<file path="config.mk">
export PLATFORM = sky130hd
export DESIGN_NAME = byte_stuffed_frame_encoder
export DESIGN_NICKNAME = d
export VERILOG_FILES = /design/src/rtl/bsfe_pkg.sv /design/src/rtl/bsfe_front.sv /design/src/rtl/bsfe_queue.sv /design/src/rtl/bsfe_back.sv /design/src/rtl/byte_stuffed_frame_encoder.sv
export SDC_FILE = /design/constraint.sdc
export NUM_CORES = 1
export LEC_CHECK = 0
export BUFFER_PORTS_ARGS = -buffer_cell sky130_fd_sc_hd__clkbuf_2
export CAP_MARGIN = 20
export CORE_MARGIN = 5
export CORE_UTILIZATION = 45
export CTS_CLUSTER_SIZE = 10
export DETAILED_ROUTE_END_ITERATION = 10
export HOLD_SLACK_MARGIN = 0.12
export PLACE_DENSITY = 0.61
export SLEW_MARGIN = 30
export SYNTH_ARGS = -nofsm -noshare
export SYNTH_HDL_FRONTEND = slang
export SYNTH_SLANG_ARGS = --single-unit
</file>
<file path="constraint.sdc">
create_clock -name clk -period 17.1 [get_ports clk]
set_clock_uncertainty 0.1 [all_clocks]
set_input_delay 0.855 -clock clk [delete_from_list [all_inputs] [get_ports clk]]
set_output_delay 0.855 -clock clk [all_outputs]
set_load 0.03 [all_outputs]
</file>
<file path="src/rtl/bsfe_pkg.sv">
package bsfe_pkg;

  // input opcodes
  localparam logic [1:0] OP_START   = 2'd0;
  localparam logic [1:0] OP_PAYLOAD = 2'd1;
  localparam logic [1:0] OP_END     = 2'd2;

  // configuration register indexes
  localparam logic [1:0] CFG_CHECK_MODE   = 2'd0;
  localparam logic [1:0] CFG_ESCAPE_BODY  = 2'd1;
  localparam logic [1:0] CFG_ESCAPE_CHECK = 2'd2;

  // framing bytes
  localparam logic [7:0]  FLAG_BYTE = 8'h7E;
  localparam logic [7:0]  ESC_BYTE  = 8'h7D;
  localparam logic [7:0]  ESC_XOR   = 8'h20;
  localparam logic [15:0] CRC_POLY  = 16'h1021;

  // command queue between front and back
  localparam int QDEPTH = 4;
  localparam int QA_W   = $clog2(QDEPTH);
  localparam int QC_W   = $clog2(QDEPTH + 1);

  typedef struct packed {
    logic [1:0]  opcode;
    logic [15:0] command;
    logic [11:0] payload_length;
    logic [7:0]  data_byte;
  } in_item_t;

  typedef struct packed {
    logic [7:0] out_byte;
    logic       run_last;
    logic       frame_done;
    logic       length_mismatch;
  } out_item_t;

  typedef struct packed {
    logic check_mode;
    logic escape_body;
    logic escape_check;
  } cfg_t;

  typedef enum logic [1:0] {
    KIND_START = 2'd0,
    KIND_DATA  = 2'd1,
    KIND_END   = 2'd2
  } kind_t;

  // one classified command for the byte sequencer
  typedef struct packed {
    kind_t       kind;
    logic [15:0] command;
    logic [12:0] hdr_len;
    logic [7:0]  data;
    logic        mism;
    logic        pad;
  } qent_t;

  // bitwise crc over one byte, msb first, data bit xored after the shift
  function automatic logic [15:0] crc_byte(input logic [15:0] crc, input logic [7:0] b);
    logic [15:0] c;
    logic        top;
    c = crc;
    for (int i = 7; i >= 0; i--) begin
      top = c[15];
      c = {c[14:0], 1'b0};
      if (top) c = c ^ CRC_POLY;
      if (b[i]) c = c ^ CRC_POLY;
    end
    return c;
  endfunction

endpackage

</file>
<file path="src/rtl/bsfe_front.sv">
module bsfe_front #(
  parameter int MAX_PAYLOAD = 4096
) (
  input  logic              clk,
  input  logic              rst_n,
  input  logic              in_valid,
  output logic              in_ready,
  input  bsfe_pkg::in_item_t in_data,
  input  logic              q_full,
  output logic              q_push,
  output bsfe_pkg::qent_t   q_ent
);
  import bsfe_pkg::*;

  localparam int CNT_W = $clog2(MAX_PAYLOAD + 1);
  localparam int CMP_W = (CNT_W > 12) ? CNT_W : 12;

  logic             inf_r, inf_nxt;
  logic [11:0]      dlen_r, dlen_nxt;
  logic [CNT_W-1:0] cnt_r, cnt_nxt;
  logic             drop_r, drop_nxt;
  logic             accept;

  assign in_ready = !q_full;
  assign accept   = in_valid && in_ready;

  // classify the transaction and track frame bookkeeping
  always_comb begin
    inf_nxt  = inf_r;
    dlen_nxt = dlen_r;
    cnt_nxt  = cnt_r;
    drop_nxt = drop_r;
    q_push   = 1'b0;
    q_ent    = '0;
    q_ent.command = in_data.command;
    q_ent.data    = in_data.data_byte;
    q_ent.hdr_len = ({1'b0, in_data.payload_length} + 13'd1) & ~13'd1;
    q_ent.mism    = drop_r || (CMP_W'(cnt_r) != CMP_W'(dlen_r));
    q_ent.pad     = cnt_r[0];
    if (accept) begin
      case (in_data.opcode)
        OP_START: begin
          q_push     = 1'b1;
          q_ent.kind = KIND_START;
          inf_nxt    = 1'b1;
          dlen_nxt   = in_data.payload_length;
          cnt_nxt    = '0;
          drop_nxt   = 1'b0;
        end
        OP_PAYLOAD: begin
          if (inf_r) begin
            if (cnt_r >= CNT_W'(MAX_PAYLOAD)) begin
              drop_nxt = 1'b1;
            end else begin
              q_push     = 1'b1;
              q_ent.kind = KIND_DATA;
              cnt_nxt    = cnt_r + CNT_W'(1);
            end
          end
        end
        OP_END: begin
          if (inf_r) begin
            q_push     = 1'b1;
            q_ent.kind = KIND_END;
            inf_nxt    = 1'b0;
          end
        end
        default: begin
        end
      endcase
    end
  end

  // frame state
  always_ff @(posedge clk) begin
    if (!rst_n) begin
      inf_r  <= 1'b0;
      dlen_r <= '0;
      cnt_r  <= '0;
      drop_r <= 1'b0;
    end else begin
      inf_r  <= inf_nxt;
      dlen_r <= dlen_nxt;
      cnt_r  <= cnt_nxt;
      drop_r <= drop_nxt;
    end
  end

endmodule

</file>
<file path="src/rtl/bsfe_queue.sv">
module bsfe_queue (
  input  logic            clk,
  input  logic            rst_n,
  input  logic            push,
  input  bsfe_pkg::qent_t push_ent,
  input  logic            pop,
  output bsfe_pkg::qent_t head,
  output logic            full,
  output logic            empty
);
  import bsfe_pkg::*;

  qent_t            mem_r [QDEPTH];
  logic [QA_W-1:0]  wp_r, wp_nxt;
  logic [QA_W-1:0]  rp_r, rp_nxt;
  logic [QC_W-1:0]  cnt_r, cnt_nxt;

  assign full  = (cnt_r == QC_W'(QDEPTH));
  assign empty = (cnt_r == '0);
  assign head  = mem_r[rp_r];

  // pointer and fill tracking
  always_comb begin
    wp_nxt  = push ? wp_r + QA_W'(1) : wp_r;
    rp_nxt  = pop  ? rp_r + QA_W'(1) : rp_r;
    cnt_nxt = cnt_r;
    if (push && !pop) cnt_nxt = cnt_r + QC_W'(1);
    if (pop && !push) cnt_nxt = cnt_r - QC_W'(1);
  end

  always_ff @(posedge clk) begin
    if (!rst_n) begin
      wp_r  <= '0;
      rp_r  <= '0;
      cnt_r <= '0;
    end else begin
      wp_r  <= wp_nxt;
      rp_r  <= rp_nxt;
      cnt_r <= cnt_nxt;
    end
  end

  // entry storage
  always_ff @(posedge clk) begin
    if (push) begin
      mem_r[wp_r] <= push_ent;
    end
  end

endmodule

</file>
<file path="src/rtl/bsfe_back.sv">
module bsfe_back (
  input  logic               clk,
  input  logic               rst_n,
  input  bsfe_pkg::cfg_t     cfg,
  input  logic               q_empty,
  input  bsfe_pkg::qent_t    q_head,
  output logic               q_pop,
  output logic               out_valid,
  input  logic               out_ready,
  output bsfe_pkg::out_item_t out_data
);
  import bsfe_pkg::*;

  typedef enum logic [10:0] {
    ST_IDLE       = 11'b00000000001,
    ST_FLAG_OPEN  = 11'b00000000010,
    ST_CMD_HI     = 11'b00000000100,
    ST_CMD_LO     = 11'b00000001000,
    ST_LEN_HI     = 11'b00000010000,
    ST_LEN_LO     = 11'b00000100000,
    ST_DATA       = 11'b00001000000,
    ST_PAD        = 11'b00010000000,
    ST_CHK_HI     = 11'b00100000000,
    ST_CHK_LO     = 11'b01000000000,
    ST_FLAG_CLOSE = 11'b10000000000
  } bstate_t;

  bstate_t     state_r, state_nxt, seq_nxt, head_st;
  qent_t       cur_r, cur_nxt;
  logic        esc2_r, esc2_nxt;
  logic [15:0] crc_r, crc_nxt;
  logic [31:0] sum_r, sum_nxt;
  logic [8:0]  pend_r, pend_nxt;
  logic        ov_r, ov_nxt;
  out_item_t   od_r, od_nxt;

  logic        load, active, step_done;
  logic [7:0]  raw, obyte;
  logic        feed_st, clear_st, esc_en, last_st, done_st, mism_st;
  logic [16:0] fold1;
  logic [15:0] fold2, chk;

  assign out_valid = ov_r;
  assign out_data  = od_r;
  assign load      = !ov_r || out_ready;
  assign active    = (state_r != ST_IDLE);

  // check value: crc or complemented folded word sum
  assign fold1 = {1'b0, sum_r[31:16]} + {1'b0, sum_r[15:0]};
  assign fold2 = fold1[15:0] + {15'd0, fold1[16]};
  assign chk   = cfg.check_mode ? ~fold2 : crc_r;

  // first step for the entry at the queue head
  always_comb begin
    case (q_head.kind)
      KIND_START: head_st = ST_FLAG_OPEN;
      KIND_DATA:  head_st = ST_DATA;
      KIND_END:   head_st = q_head.pad ? ST_PAD : ST_CHK_HI;
      default:    head_st = ST_IDLE;
    endcase
  end

  // byte source and attributes of the current step
  always_comb begin
    raw      = FLAG_BYTE;
    feed_st  = 1'b0;
    clear_st = 1'b0;
    esc_en   = 1'b0;
    last_st  = 1'b0;
    done_st  = 1'b0;
    mism_st  = 1'b0;
    seq_nxt  = ST_IDLE;
    case (state_r)
      ST_FLAG_OPEN: begin
        clear_st = 1'b1;
        seq_nxt  = ST_CMD_HI;
      end
      ST_CMD_HI: begin
        raw     = cur_r.command[15:8];
        feed_st = 1'b1;
        esc_en  = cfg.escape_body;
        seq_nxt = ST_CMD_LO;
      end
      ST_CMD_LO: begin
        raw     = cur_r.command[7:0];
        feed_st = 1'b1;
        esc_en  = cfg.escape_body;
        seq_nxt = ST_LEN_HI;
      end
      ST_LEN_HI: begin
        raw     = {3'd0, cur_r.hdr_len[12:8]};
        feed_st = 1'b1;
        esc_en  = cfg.escape_body;
        seq_nxt = ST_LEN_LO;
      end
      ST_LEN_LO: begin
        raw     = cur_r.hdr_len[7:0];
        feed_st = 1'b1;
        esc_en  = cfg.escape_body;
        last_st = 1'b1;
      end
      ST_DATA: begin
        raw     = cur_r.data;
        feed_st = 1'b1;
        esc_en  = cfg.escape_body;
        last_st = 1'b1;
      end
      ST_PAD: begin
        raw     = 8'h00;
        feed_st = 1'b1;
        mism_st = cur_r.mism;
        seq_nxt = ST_CHK_HI;
      end
      ST_CHK_HI: begin
        raw     = chk[15:8];
        esc_en  = cfg.escape_body && cfg.escape_check;
        mism_st = cur_r.mism;
        seq_nxt = ST_CHK_LO;
      end
      ST_CHK_LO: begin
        raw     = chk[7:0];
        esc_en  = cfg.escape_body && cfg.escape_check;
        mism_st = cur_r.mism;
        seq_nxt = ST_FLAG_CLOSE;
      end
      ST_FLAG_CLOSE: begin
        done_st = 1'b1;
        last_st = 1'b1;
        mism_st = cur_r.mism;
      end
      default: begin
      end
    endcase
  end

  // sequencer, escaping and check accumulation
  always_comb begin
    state_nxt = state_r;
    cur_nxt   = cur_r;
    esc2_nxt  = esc2_r;
    crc_nxt   = crc_r;
    sum_nxt   = sum_r;
    pend_nxt  = pend_r;
    ov_nxt    = load ? 1'b0 : ov_r;
    od_nxt    = od_r;
    q_pop     = 1'b0;
    step_done = 1'b0;
    obyte     = raw;
    if (load && active) begin
      ov_nxt = 1'b1;
      if (esc2_r) begin
        obyte     = raw ^ ESC_XOR;
        esc2_nxt  = 1'b0;
        step_done = 1'b1;
      end else begin
        if (feed_st) begin
          crc_nxt = crc_byte(crc_r, raw);
          if (pend_r[8]) begin
            sum_nxt  = sum_r + {16'd0, pend_r[7:0], raw};
            pend_nxt = '0;
          end else begin
            pend_nxt = {1'b1, raw};
          end
        end
        if (esc_en && (raw == FLAG_BYTE || raw == ESC_BYTE)) begin
          obyte    = ESC_BYTE;
          esc2_nxt = 1'b1;
        end else begin
          step_done = 1'b1;
        end
      end
      if (clear_st) begin
        crc_nxt  = '0;
        sum_nxt  = '0;
        pend_nxt = '0;
      end
      od_nxt.out_byte        = obyte;
      od_nxt.run_last        = step_done && last_st;
      od_nxt.frame_done      = done_st;
      od_nxt.length_mismatch = mism_st;
      if (step_done) begin
        if (last_st) begin
          if (!q_empty) begin
            q_pop     = 1'b1;
            cur_nxt   = q_head;
            state_nxt = head_st;
          end else begin
            state_nxt = ST_IDLE;
          end
        end else begin
          state_nxt = seq_nxt;
        end
      end
    end else if (!active && !q_empty) begin
      q_pop     = 1'b1;
      cur_nxt   = q_head;
      state_nxt = head_st;
    end
  end

  // control registers
  always_ff @(posedge clk) begin
    if (!rst_n) begin
      state_r <= ST_IDLE;
      esc2_r  <= 1'b0;
      ov_r    <= 1'b0;
      crc_r   <= '0;
      sum_r   <= '0;
      pend_r  <= '0;
    end else begin
      state_r <= state_nxt;
      esc2_r  <= esc2_nxt;
      ov_r    <= ov_nxt;
      crc_r   <= crc_nxt;
      sum_r   <= sum_nxt;
      pend_r  <= pend_nxt;
    end
  end

  // payload registers
  always_ff @(posedge clk) begin
    cur_r <= cur_nxt;
    od_r  <= od_nxt;
  end

endmodule

</file>
<file path="src/rtl/byte_stuffed_frame_encoder.sv">
// path of a transaction when idle: command queue, sequencer state, then output register
// throughput: one output byte per cycle from the byte sequencer while out_ready is high;
// a transaction gives 0 to 8 bytes, and a payload byte gives one byte, or two when escaped
// a four-entry command queue lets input transactions arrive while bytes are still going out
// reset: synchronous, active low; clears frame state, queue and check, config to
// check_mode 0, escape_body 1, escape_check 1
module byte_stuffed_frame_encoder #(
  parameter int MAX_PAYLOAD = 4096
) (
  input  logic                clk,
  input  logic                rst_n,
  input  logic                in_valid,
  output logic                in_ready,
  input  bsfe_pkg::in_item_t  in_data,
  output logic                out_valid,
  input  logic                out_ready,
  output bsfe_pkg::out_item_t out_data,
  input  logic                cfg_we,
  input  logic [1:0]          cfg_index,
  input  logic                cfg_wdata
);
  import bsfe_pkg::*;

  cfg_t  cfg_r, cfg_nxt;
  logic  q_push, q_pop, q_full, q_empty;
  qent_t q_ent, q_head;

  // configuration registers
  always_comb begin
    cfg_nxt = cfg_r;
    if (cfg_we) begin
      case (cfg_index)
        CFG_CHECK_MODE:   cfg_nxt.check_mode   = cfg_wdata;
        CFG_ESCAPE_BODY:  cfg_nxt.escape_body  = cfg_wdata;
        CFG_ESCAPE_CHECK: cfg_nxt.escape_check = cfg_wdata;
        default: begin
        end
      endcase
    end
  end

  always_ff @(posedge clk) begin
    if (!rst_n) begin
      cfg_r.check_mode   <= 1'b0;
      cfg_r.escape_body  <= 1'b1;
      cfg_r.escape_check <= 1'b1;
    end else begin
      cfg_r <= cfg_nxt;
    end
  end

  // front: accept and classify
  bsfe_front #(
    .MAX_PAYLOAD(MAX_PAYLOAD)
  ) u_front (
    .clk      (clk),
    .rst_n    (rst_n),
    .in_valid (in_valid),
    .in_ready (in_ready),
    .in_data  (in_data),
    .q_full   (q_full),
    .q_push   (q_push),
    .q_ent    (q_ent)
  );

  // command queue
  bsfe_queue u_queue (
    .clk      (clk),
    .rst_n    (rst_n),
    .push     (q_push),
    .push_ent (q_ent),
    .pop      (q_pop),
    .head     (q_head),
    .full     (q_full),
    .empty    (q_empty)
  );

  // back: byte sequencer with check and escaping
  bsfe_back u_back (
    .clk       (clk),
    .rst_n     (rst_n),
    .cfg       (cfg_r),
    .q_empty   (q_empty),
    .q_head    (q_head),
    .q_pop     (q_pop),
    .out_valid (out_valid),
    .out_ready (out_ready),
    .out_data  (out_data)
  );

endmodule

</file>
==> qor.csv <==
stage,metric,value,unit
global_route,grt_use_total,18.03,%
logic_synthesis,synth_flop_cell,edfxtp_1,
setup_path,critPathTopFamily,compound AO/OA/AOI/OAI gates,
final_layout,syn2layout_area_growth,13.07,%
route,vias_per_cell,5.580,
die,rows,67,
clocking,cts_root_buf,clkbuf_16,
power,leakagePower,6.138,nW
logic_synthesis,ys_top_cells_by_count,"208 x edfxtp_1, 137 x nand2_1, 109 x dfxtp_1, 69 x nor2_1, 61 x o21ai_0",
logic_synthesis,synth_area,15360,um2
sta,period_minus_slack,6.676,ns
power,finalPower,1.789,mW
die,io_pins,59,
sta,slew_violations,0,
placed_design,post_dp_cell_area,16110,um2
sta,finalHoldViolations,0,
sta,setup_violations,0,
run_status,status,finished clean,
logic_synthesis,yosysMostFrequentCell,edfxtp_1,
setup_path,end_kind,flop,
power,p_per_area,103.0,nW/um2
final_layout,drive_gt1_share,15.36,%
setup_path,rr_startpoint,u_back.sum_r[16],
placed_design,port_buffers,58,
sta,slew-limit-headroom,44.94,%
route,drcViolationCount,0,
clocking,max-clock-path-buffers,3,
logic_synthesis,yosys-top-cells-area,"edfxtp_1 41%, dfxtp_1 14%, mux4_2 5.9%, ha_1 3.7%, nand2_1 3.3%",
die,core-area,33620,um2
logic_synthesis,yosysTopAreaCellShare,40.67,%
sta,worstMarginPinSlew,0.8258,ns
global_route,grt_pass1_wl,55.47,mm
placed_design,hpwl,24.00,mm
final_layout,n_antenna_cell,0,
setup_path,r2r_slack,10.42,ns
global_route,grt-ovfl-total,0,
route,drtPass1Iterations,7,
clocking,hold_buffers,0,
flow_run,maxCapViolCount,0,
setup_path,r2r-end,u_back.sum_r[22],
route,wirelength,34.77,mm
placed_design,place.gp.congestion,0.8884,
clocking,cts_made_buffers,40,
hold_path,hold_class,flop to flop,
clocking,htree_levels,2,
logic_synthesis,syn_nets,1377,
setup_path,max_stage_delay,0.47,ns
route,wl_per_cell,19.08,um
clocking,clock-sinks,317,
sta,fmax,149.8,MHz
logic_synthesis,async_flop_share,0,%
setup_path,cp.buffers_inverters,1,
die,die_area,37920,um2
clocking,cts_repair_resize_count,0,
logic_synthesis,seq_area_frac_synth,54.88,%
sta,period_share,39.04,%
die,fp.dieW,194.7,um
logic_synthesis,synth.largest_area_cell,edfxtp_1,
logic_synthesis,synth_edf_count,208,
final_layout,fill_cells,2909,
global_route,grt_pass1_vias,10095,
hold_path,whs_path_depth,2,
clocking,postCtsSetupRepairBufs,0,
clocking,path_clk_slew,0.06,ns
die,die_y,194.7,um
global_route,grt_max_degree,67,
setup_path,crit_fanout,9,
route,drtIter0Drc,753,
logic_synthesis,ys_warn_count,0,
setup_path,r2r_cells,29,
global_route,antenna_found_initial,0,
logic_synthesis,netlist_instances,1283,
logic_synthesis,ys_types,92,
setup_path,cp_slowest_cell,fa_1,
setup_path,cp-start-kind,flop,
die,initial_core_util,45.69,%
hold_path,min_to,u_front.drop_r,
sta,fin_tns_setup,0,ns
clocking,insertion_delay,0.55,ns
placed_design,preCtsSetupSlack,10.52,ns
power,ir_drop,84.88,uV
hold_path,holdCritStartpoint,u_front.drop_r,
logic_synthesis,synth-seq-cells,317,
sta,timing.final.ws_setup,10.42,ns
setup_path,cp.required,17.46,ns
setup_path,startpoint,u_back.sum_r[16],
final_layout,fin_nets,1437,
setup_path,arrival,7.03,ns
clocking,cts_tree,built,
route,vias,10166,
final_layout,finalInstanceArea,17370,um2
sta,rsz0062_at_grt,false,
setup_path,worstSetupPathType,flop to flop,
logic_synthesis,avgSynthCellArea,11.97,um2
route,antenna_left,0,
## state kept, by name, indices dropped and copies added (netlist names), 2 cells and up, named ones only
signal	count
u_queue.wp_r	2
cfg_r	3
u_queue.rp_r	2
u_queue.mem_r	160
u_front.dlen_r	12
u_back.pend_r	9
u_back.state_r	11
u_back.out_data	11
u_back.crc_r	16
u_back.sum_r	32
u_queue.cnt_r	3
u_back.cur_r	37
u_front.cnt_r	13
## metrics by stage
stage | hold WS [ns] | cells | util, %
floorplan | 0.3382 | 1283 | -
global placement | 0.3553 | 1748 | 47.84
detailed placement | 0.3661 | 1749 | 47.93
CTS | 0.3776 | 1822 | 51.66
global route | 0.3961 | 1822 | 51.66
finish | 0.3742 | 1822 | 51.66
## layout make-up
cell class / count / area [um2] / area share, %
Inverter: 29 / 108.9 / 0.6268
Sequential cell: 317 / 8431 / 48.55
Multi-Input combinational cell: 885 / 6610 / 38.06
Tap cell: 448 / 560.5 / 3.228
Clock buffer: 63 / 1097 / 6.319
Timing Repair Buffer: 70 / 400.4 / 2.306
Clock inverter: 10 / 157.7 / 0.9078
## layout by cell type (no fill, tap or decap), types with 6 or more instances in the layout
cell         n
xnor2_1     49
dfxtp_1    107
clkbuf_16   40
and2_1      12
a21boi_1     7
xor2_1      44
a21oi_1     44
nand4_1     18
inv_1       29
nor2_1      69
o21ai_0     61
mux4_2      40
a21boi_0    19
buf_4       11
nor3_1      11
edfxtp_1   208
or3_1       16
a22oi_1     26
a21o_1      17
o21a_1       7
a211oi_1    10
o22ai_1      6
o21ai_1      8
or2_2        8
mux2i_1     12
nand2_1    137
clkbuf_1    22
nor2b_1     29
o211ai_1     9
clkbuf_2    58
nand2b_1    11
nand3_1     30
ha_1        45
and3_1      22
## layer usage
metal	routed length [um]	vias up	global-route usage, %
li1	-	4921	-
met1	15290	4930	23.35
met2	16960	250	31.02
met3	1510	65	3.255
met4	1006	0	5.560
met5	0	-	0
## power breakdown
| part | internal, mW | switching [mW] | total [mW] |
|---|---|---|---|
| Sequential | 0.843 | 0.00965 | 0.853 |
| Clock | 0.476 | 0.319 | 0.795 |
| Combinational | 0.0513 | 0.0900 | 0.141 |
| Total | 1.37 | 0.419 | 1.79 |
## worst max-delay path by stage
stage          cells after the start                to
5_1_grt                           29  u_back.sum_r[28]
4_1_cts                           29  u_back.sum_r[22]
2_1_floorplan                     23  u_back.cur_r[11]
3_3_place_gp                      26  u_back.sum_r[28]
3_5_place_dp                      29  u_back.sum_r[22]
6_report                          29  u_back.sum_r[22]
## cell families after synthesis
| family | count (synthesis) | synth area share (%) |
|---|---|---|
| adders and majority gates | 48 | 4.057 |
| buffers and inverters | 81 | 2.167 |
| xor gates and xnor gates | 95 | 5.515 |
| muxes | 53 | 6.721 |
| and+or+nand+nor | 414 | 14.19 |
| AOI/OAI and AO/OA | 275 | 12.47 |
| DFF | 317 | 54.88 |
## worst register-to-register path, delay by kind of cell, from the launching register on
| family | cells | cell delay, ns |
|---|---|---|
| AOI/OAI and AO/OA | 19 | 3.60 |
| adders and majority gates | 5 | 1.66 |
| buffers and inverters | 1 | 0.16 |
| DFF | 1 | 0.38 |
| and+or+nand+nor | 4 | 0.70 |
No activity file was read; power rests on OpenSTA's default activity.
